<file path="src/rtl/core/dfia_pkg.sv">
`default_nettype none
package dfia_pkg;

   localparam logic [3:0] OP_ADD       = 4'd0;
   localparam logic [3:0] OP_SUB       = 4'd1;
   localparam logic [3:0] OP_MUL       = 4'd2;
   localparam logic [3:0] OP_DIV       = 4'd3;
   localparam logic [3:0] OP_NEG       = 4'd4;
   localparam logic [3:0] OP_EXTEND8   = 4'd5;
   localparam logic [3:0] OP_TRUNC8    = 4'd6;
   localparam logic [3:0] OP_TO_TWOS   = 4'd7;
   localparam logic [3:0] OP_FROM_TWOS = 4'd8;

   localparam int unsigned WORD_WIDTH = 16;
   localparam logic [7:0] LOW7_MASK   = 8'h7f;
   localparam logic [15:0] HIGH_MASK  = 16'hff00;

   typedef struct packed {
      logic [3:0]  opcode;
      logic [15:0] operand_a;
      logic [15:0] operand_b;
   } req_type;

   typedef struct packed {
      logic [15:0] result_value;
      logic [15:0] remainder_value;
      logic        divide_by_zero;
   } rsp_type;

endpackage
`default_nettype wire

</file>
<file path="src/rtl/core/dfia_divider.sv">
`default_nettype none
// Restoring divider, one quotient bit per pipeline stage.
module dfia_divider (
   input  wire logic        clock,
   input  wire logic        advance,
   input  wire logic [15:0] num,
   input  wire logic [15:0] den,
   output logic [15:0]      quotient,
   output logic [15:0]      remainder
);
   localparam int unsigned N = dfia_pkg::WORD_WIDTH;

   logic [N-1:0] rem_ff [N+1];
   logic [N-1:0] quo_ff [N+1];
   logic [N-1:0] den_ff [N+1];

   always_comb begin
      rem_ff[0] = '0;
      quo_ff[0] = num;
      den_ff[0] = den;
   end

   for (genvar s = 0; s < N; s++) begin : g_stage
      logic [N:0]   trial;
      logic [N:0]   diff;
      logic [N-1:0] rem_in;
      logic [N-1:0] quo_in;
      logic [N-1:0] rem_q;
      logic [N-1:0] quo_q;
      logic [N-1:0] den_q;
      always_comb begin
         trial = {rem_ff[s], quo_ff[s][N-1]};
         diff  = trial - {1'b0, den_ff[s]};
         if (!diff[N]) begin
            rem_in = diff[N-1:0];
            quo_in = {quo_ff[s][N-2:0], 1'b1};
         end else begin
            rem_in = trial[N-1:0];
            quo_in = {quo_ff[s][N-2:0], 1'b0};
         end
      end
      always_ff @(posedge clock) begin
         if (advance) begin
            rem_q <= rem_in;
            quo_q <= quo_in;
            den_q <= den_ff[s];
         end
      end
      always_comb begin
         rem_ff[s+1] = rem_q;
         quo_ff[s+1] = quo_q;
         den_ff[s+1] = den_q;
      end
   end

   assign quotient  = quo_ff[N];
   assign remainder = rem_ff[N];
endmodule
`default_nettype wire

</file>
<file path="config.mk">
export PLATFORM = sky130hd
export DESIGN_NAME = dfia_divider
export DESIGN_NICKNAME = d
export VERILOG_FILES = /design/src/rtl/core/dfia_pkg.sv /design/src/rtl/core/dfia_divider.sv
export SDC_FILE = /design/constraint.sdc
export NUM_CORES = 1
export LEC_CHECK = 0
export BUFFER_PORTS_ARGS = -buffer_cell sky130_fd_sc_hd__buf_4
export CAP_MARGIN = 10
export CORE_MARGIN = 2
export CORE_UTILIZATION = 55
export CTS_BUF_LIST = sky130_fd_sc_hd__clkbuf_8
export CTS_CLUSTER_SIZE = 25
export DETAILED_ROUTE_END_ITERATION = 6
export GPL_TIMING_DRIVEN = 0
export PLACE_DENSITY_LB_ADDON = 0.15
export SETUP_SLACK_MARGIN = 0.02
export SKIP_LAST_GASP = 1
export SLEW_MARGIN = 20
export SYNTH_ARGS = -nofsm -noshare
export SYNTH_HDL_FRONTEND = slang
export SYNTH_SLANG_ARGS = --single-unit
</file>
<file path="constraint.sdc">
create_clock -name clock -period 9.7 [get_ports clock]
set_clock_uncertainty 0.15 [all_clocks]
set_input_delay 0 -clock clock [delete_from_list [all_inputs] [get_ports clock]]
set_output_delay 0 -clock clock [all_outputs]
set_load 0.005 [all_outputs]
</file>
==> results of run 1 <==
worst min-delay path, stage by stage:
cell and delay [ns]:
dlygate4sd3_1 0.53, buf_4 0.11, ha_1 0.12, mux2i_1 0.07
cell usage in the layout (no fill, tap or decap), types with 24 or more instances in the layout:
| cell | instances |
|---|---|
| o21ai_0 | 124 |
| xor2_1 | 38 |
| or3_1 | 24 |
| nand2b_1 | 36 |
| clkinv_1 | 37 |
| clkbuf_8 | 121 |
| nor2b_1 | 34 |
| mux2i_1 | 29 |
| o21a_1 | 50 |
| nor3_1 | 49 |
| ha_1 | 242 |
| dlygate4sd3_1 | 65 |
| xnor2_1 | 116 |
| inv_1 | 363 |
| mux2_2 | 156 |
| nand2_1 | 144 |
| a211oi_1 | 33 |
| a21oi_1 | 135 |
| edfxtp_1 | 752 |
| clkbuf_1 | 31 |
| nor2_1 | 135 |
| buf_4 | 70 |
| a21o_1 | 58 |
| nand3_1 | 49 |
| nand4_1 | 26 |
state kept, by name, summed over array words and instances (netlist names):
register / flops
g_stage.den_q: 240
g_stage.quo_q: 240
g_stage.rem_q: 240
quotient: 16
remainder: 16
timing repair:
action                                 CTS  global route
hold buffers                            65             0
endpoints found under the hold margin  285             0
setup endpoints to repair                0             0
setup buffers                            0             0
cell families (layout without fill, tap and decap cells):
kind of cell / Yosys count / count (layout) / synth area share, %
flip-flops: 752 / 752 / 59.5
AO/OA/AOI/OAI: 610 / 610 / 11.2
AND/OR/NAND/NOR: 579 / 579 / 7.57
buffers and inverters: 371 / 732 / 3.79
adder cells (fa/ha/maj): 257 / 257 / 8.77
multiplexers: 191 / 191 / 5.63
XOR/XNOR: 154 / 154 / 3.55
other: 1 / 8 / 0.00988
power groups by stage:
| stage | Clock (mW) | Sequential (mW) | Combinational, mW |
|---|---|---|---|
| final | 2.45 | 5.07 | 5.97 |
| after floorplan | 0 | 4.98 | 4.56 |
| after global placement | 0 | 5.15 | 5.71 |
| after global routing | 2.67 | 5.14 | 6.59 |
| after CTS | 2.54 | 5.07 | 5.96 |
| after detailed placement | 0 | 5.13 | 5.90 |
layer usage:
| metal | GRT usage (%) | wire length (um) |
|---|---|---|
| met5 | 0 | 0 |
| met1 | 22.6 | 28200 |
| met3 | 3.40 | 2560 |
| met2 | 36.9 | 37300 |
| met4 | 10.5 | 3270 |
metrics by stage:
stage          area [sq um]  power, mW  worst slack, ns
2_1_floorplan         38000       9.54             6.28
3_3_place_gp          39600       10.9             2.35
3_5_place_dp          39800       11.0             5.21
4_1_cts               42600       13.6             5.19
5_1_grt               42600       14.4             5.12
6_report              42600       13.5             5.20
worst min path at each step:
| stage | startpoint | to | slack [ns] | depth (start not counted) |
|---|---|---|---|---|
| final | den[0] | g_stage[0].rem_q[0] | 0.11 | 4 |
| after global routing | den[0] | g_stage[0].rem_q[0] | 0.07 | 4 |
| after floorplan | den[0] | g_stage[0].den_q[0] | -0.05 | 0 |
| after global placement | num[9] | g_stage[0].quo_q[10] | 0.03 | 1 |
| after detailed placement | num[4] | g_stage[0].quo_q[5] | 0.03 | 1 |
| after CTS | den[0] | g_stage[0].rem_q[0] | 0.01 | 4 |
cell type report:
| cell class | instances | area [sq um] |
|---|---|---|
| fill | 5160 | 25900 |
| sequential | 752 | 22600 |
| multi-input combinational | 1798 | 14000 |
| clock buffer | 121 | 1670 |
| timing repair buffer | 137 | 1340 |
| inverter | 326 | 1220 |
| tap | 882 | 1100 |
| clock inverter | 103 | 505 |
| buffer | 45 | 216 |
| antenna | 1 | 2.50 |
==> results.yml, run 1 <==
sta:
  maxSlewViolCount: 0
  worst_pin_slew_ns: 1.03
  slew_headroom_pct: 31.0
  period_share_pct: 46.4
  fmax_ghz: 0.222
  setup_viol: 0
  finalCriticalPeriod_ns: 4.50
  hold_viol_final: 0
  fin_hold_ws_ns: 0.108
  fin_setup_tns_ns: 0
  rsz0062_at_grt: "no"
worst_setup_path:
  setup.worst_path.start: "g_stage[2].den_q[0]"
  worst-r2r-setup-slack_ns: 5.20
  crit_chain: "ha_1 -> fa_1 -> and2b_1 -> o31ai_1 -> a2111oi_0 -> o2111ai_1 -> a311o_1 -> and3_1 -> nor2_4 -> buf_4 -> mux2_2"
  crit_fanout: 10
  crit_family: "compound AO/OA/AOI/OAI gates"
  endpoint_kind: "flip-flop"
  cp.arrival_ns: 4.83
  slowest_stage: "a2111oi_0"
  required_ns: 10.03
  crit_end: "g_stage[3].rem_q[14]"
  start_kind: "flip-flop"
  critPathMaxStageDelay_ns: 0.85
  r2r_cells: 11
  rr_startpoint: "g_stage[2].den_q[0]"
  path_class: "reg2reg"
  crit_buf_inv: 1
  reg2reg_to: "g_stage[3].rem_q[14]"
  cp.depth: 11
min_path:
  hp-class: "in2reg"
route:
  vias: 23500
  drt-wirelength-per-cell_um: 17.1
  via_per_inst: 5.64
  drt_wl_total_um: 71400
  initialDrtViolationCount: 1325
  drtAntennaViolNets: 0
  drc: 0
  drt_first_pass_iters: 7
layout:
  nets: 3472
  fin_util_pct: 62.2
  final_cells: 4165
  area_growth_pct: 12.2
  drive_gt1_share_pct: 13.6
placed_design:
  dp_hpwl_um: 51400
  gp_congestion: 0.939
  io_buffers: 65
  post-place-cells: 3875
clocking:
  clock-sinks: 752
  ctsResizeCount: 0
  worstSkewPairLatency_ns: 0.73
  htree_levels: 3
  cts.clk_slew.worst_paths_ns: 0.06
  cts_tree: "built"
  clk_root_buffer_cell: "clkbuf_8"
  cts_buffers: 121
  cts_buffer_depth: 3
grt:
  grt_pass1_wl_um: 116000
  grt_use_total_pct: 20.2
  grt_pass1_vias: 24300
  grt_start_max_net_pins: 107
  antenna_found_initial: 1
  grt-ovfl-total: 0
outcome:
  status: "finished, final reports clean"
logic_synthesis:
  yosysSeqAreaShare_pct: 59.5
  ys.flop_type: "edfxtp_1"
  postSynthAreaPerCell_sq_um: 13.0
  ys_top_cells_by_count: "752 x edfxtp_1, 326 x inv_1, 242 x ha_1, 156 x mux2_2, 144 x nand2_1"
  synth_cells: 2915
  ys_types: 78
  synth_edf_count: 752
  synth_top_cell_by_area: "edfxtp_1"
  synth_top_area_share_pct: 59.5
  synth.most_common_cell: "edfxtp_1"
  synth-seq-cells: 752
  yosysWarnings: 0
  synth_area_sq_um: 38000
  synth.area.top_cells: "edfxtp_1 59%, ha_1 8.0%, mux2_2 4.6%"
  async_reset_ff_share_pct: 0
floorplanning:
  coreArea_sq_um: 68500
  die_x_um: 267
  initial_utilization_pct: 55.4
  die_area_sq_um: 71100
  rows: 96
  die_h_um: 267
  pin_count: 66
power_and_ir_drop:
  ir_worst_vdd_mv: 0.131
  p_switching_mw: 4.82
  sw_frac_of_total_pct: 35.8
  pwr-share-seq_pct: 37.6
  cellPowerDensity_nw_per_um2: 316
  p_leak_nw: 17.0
  p_int_mw: 8.66
  p_clk_share_pct: 18.1
  p_comb_share_pct: 44.3
flow_run:
  maxCapViolations: 0
Power figures use the tool's default switching activity.
==> run 2, diff against run 1 <==
Clock period 9.7 ns to 4.2 ns, I/O delays scaled along.
==> run 2 against run 1 <==
Compared with the run above: largest cell class unchanged; routed wire length hardly changed; sequential power is 130% higher; via count is 0.15% lower; critical path type unchanged; non-clock buffer count is 7 higher; first-iteration DRC count is 5.7% lower; power is 130% higher; core utilization is 0.21 points higher.
==> results.yml, run 2 (synthesis gave the netlist of run 1 again) <==
power_and_ir_drop:
  p_int_mw: 20.1
  sw_frac_of_total_pct: 35.8
  cellPowerDensity_nw_per_um2: 732
  pwr-share-seq_pct: 37.4
  p_comb_share_pct: 44.6
  p_clk_share_pct: 18.0
  p_switching_mw: 11.2
  ir_worst_vdd_mv: 0.312
  p_leak_nw: 17.1
placed_design:
  dp_hpwl_um: 51400
  io_buffers: 65
  dpl_cell_area_sq_um: 39800
  gp_congestion: 0.939
route:
  drc: 0
  vias: 23500
  top_layer: "met4"
  drtAntennaViolNets: 0
  via_per_inst: 5.62
  drt_wl_total_um: 71400
  drt-wirelength-per-cell_um: 17.1
  wl_met2_um: 37500
  initialDrtViolationCount: 1249
  drt_first_pass_iters: 5
  wl_met3_um: 2490
  met1_length_um: 28200
grt:
  antenna_found_initial: 1
  grt_start_max_net_pins: 107
  grt-ovfl-total: 0
  grt_use_total_pct: 20.2
  grt_pass1_wl_um: 116000
  grt_pass1_vias: 24200
sta:
  rsz0062_at_grt: "no"
  hold_viol_final: 0
  slew_headroom_pct: 43.7
  period_share_pct: 95.2
  finalCriticalPeriod_ns: 4.00
  maxSlewViolCount: 0
  setup_viol: 0
  worst_pin_slew_ns: 0.823
  fmax_ghz: 0.250
layout:
  final_cell_mix: "752 x edfxtp_1, 363 x inv_1, 242 x ha_1, 156 x mux2_2, 144 x nand2_1"
  nets: 3479
  design_area_sq_um: 42800
  fillers: 5146
  fin_util_pct: 62.4
  area_growth_pct: 12.6
  final_common_cell: "edfxtp_1"
  reg.largest.list: "g_stage.den_q (240), g_stage.quo_q (240), g_stage.rem_q (240)"
  drive_gt1_share_pct: 13.9
floorplanning:
  rows: 96
  coreArea_sq_um: 68500
  pin_count: 66
  die_area_sq_um: 71100
  die_h_um: 267
  initial_utilization_pct: 55.4
  die_x_um: 267
worst_setup_path:
  setup.worst_path.start: "g_stage[2].den_q[0]"
  endpoint_kind: "flip-flop"
  reg2reg_to: "g_stage[3].rem_q[14]"
  crit_fanout: 10
  r2r_cells: 12
  required_ns: 4.53
  cp.arrival_ns: 4.33
  start_kind: "flip-flop"
  crit_end: "g_stage[3].rem_q[14]"
  rr_startpoint: "g_stage[2].den_q[0]"
  path_class: "reg2reg"
  worst-r2r-setup-slack_ns: 0.20
clocking:
  cts_buffer_depth: 3
  cts_tree: "built"
  htree_levels: 3
  clock-sinks: 752
  clk_root_buffer_cell: "clkbuf_8"
  worstSkewPairLatency_ns: 0.73
  cts_buffers: 121
  cts.clk_slew.worst_paths_ns: 0.06
outcome:
  status: "finished, final reports clean"
min_path:
  hp-class: "in2reg"
flow_run:
  maxCapViolations: 0
[run 2: changes by cell type in the layout (fill, tap and decap cells not counted)]
| cell | before | now |
|---|---|---|
| o311ai_2 | 5 | 0 |
| buf_12 | 0 | 1 |
| a2111oi_0 | 19 | 18 |
| o21ai_0 | 124 | 123 |
| xor2_2 | 0 | 2 |
| o21ai_1 | 0 | 1 |
| buf_4 | 70 | 75 |
| o311ai_4 | 0 | 5 |
| xor2_1 | 38 | 36 |
| a2111oi_2 | 0 | 1 |
| buf_8 | 2 | 3 |
[run 2: how the worst min path moves through the flow]
stage	startpoint	to	cells past startpoint
6_report	den[0]	g_stage[0].rem_q[0]	4
5_1_grt	den[0]	g_stage[0].rem_q[0]	4
4_1_cts	den[0]	g_stage[0].rem_q[0]	4
3_5_place_dp	num[4]	g_stage[0].quo_q[5]	1
3_3_place_gp	num[9]	g_stage[0].quo_q[10]	1
2_1_floorplan	den[0]	g_stage[0].den_q[0]	0
[run 2: stage by stage]
stage / TNS (ns) / setup slack, ns / hold slack, ns / total power [mW] / std cells
2_1_floorplan: 0 / 0.779 / -0.0511 / 22.0 / 2921
3_3_place_gp: -2274.12 / -3.15 / 0.0286 / 25.1 / 3868
3_5_place_dp: -1.65 / -0.288 / 0.0295 / 25.5 / 3875
4_1_cts: 0 / 0.0663 / 0.0113 / 31.4 / 4164
5_1_grt: 0 / 0.0408 / 0.0684 / 33.5 / 4172
6_report: 0 / 0.201 / 0.107 / 31.3 / 4172
[run 2: per-layer routing]
| layer | vias up | global-route usage [%] |
|---|---|---|
| li1 | 11500 | - |
| met1 | 11300 | 22.6 |
| met2 | 486 | 37.0 |
| met3 | 214 | 3.40 |
| met4 | 0 | 10.5 |
| met5 | - | 0 |
[run 2: layout make-up]
type                    instances  area [sq um]  area share (%)
clock buffers                 121          1670            3.90
repair buffers                144          1400            3.28
flip-flops and latches        752         22600            52.8
clock inverters               103           505            1.18
well taps                     882          1100            2.58
inverters                     326          1220            2.86
diodes                          1          2.50         0.00585
plain buffers                  45           224           0.524
multi-input cells            1798         14000            32.8
[run 2: power groups by stage]
| stage | sequential, mW | combinational, mW | clock, mW |
|---|---|---|---|
| 3_3_place_gp | 11.9 | 13.2 | 0 |
| 3_5_place_dp | 11.9 | 13.6 | 0 |
| 2_1_floorplan | 11.5 | 10.5 | 0 |
| 6_report | 11.7 | 14.0 | 5.65 |
| 4_1_cts | 11.7 | 13.8 | 5.87 |
| 5_1_grt | 11.9 | 15.4 | 6.17 |
[run 2: what timing repair did]
| action | 4_1_cts | 5_1_grt |
|---|---|---|
| hold buffers | 65 | 0 |
| endpoints found under the hold margin | 285 | 0 |
| setup endpoints to repair | 37 | 32 |
| gates resized for setup | 6 | 6 |
| pin swaps | 0 | 3 |
| buffers inserted | 0 | 7 |
[run 2: worst max-delay path, cell delays in order, from the launching register on]
cell,delay [ns]
edfxtp_1,0.41
ha_1,0.23
fa_1,0.40
and2b_1,0.24
o31ai_1,0.15
a2111oi_2,0.56
o2111ai_1,0.24
a311o_1,0.34
and3_1,0.24
nor2_4,0.13
buf_12,0.13
buf_8,0.16
mux2_2,0.35
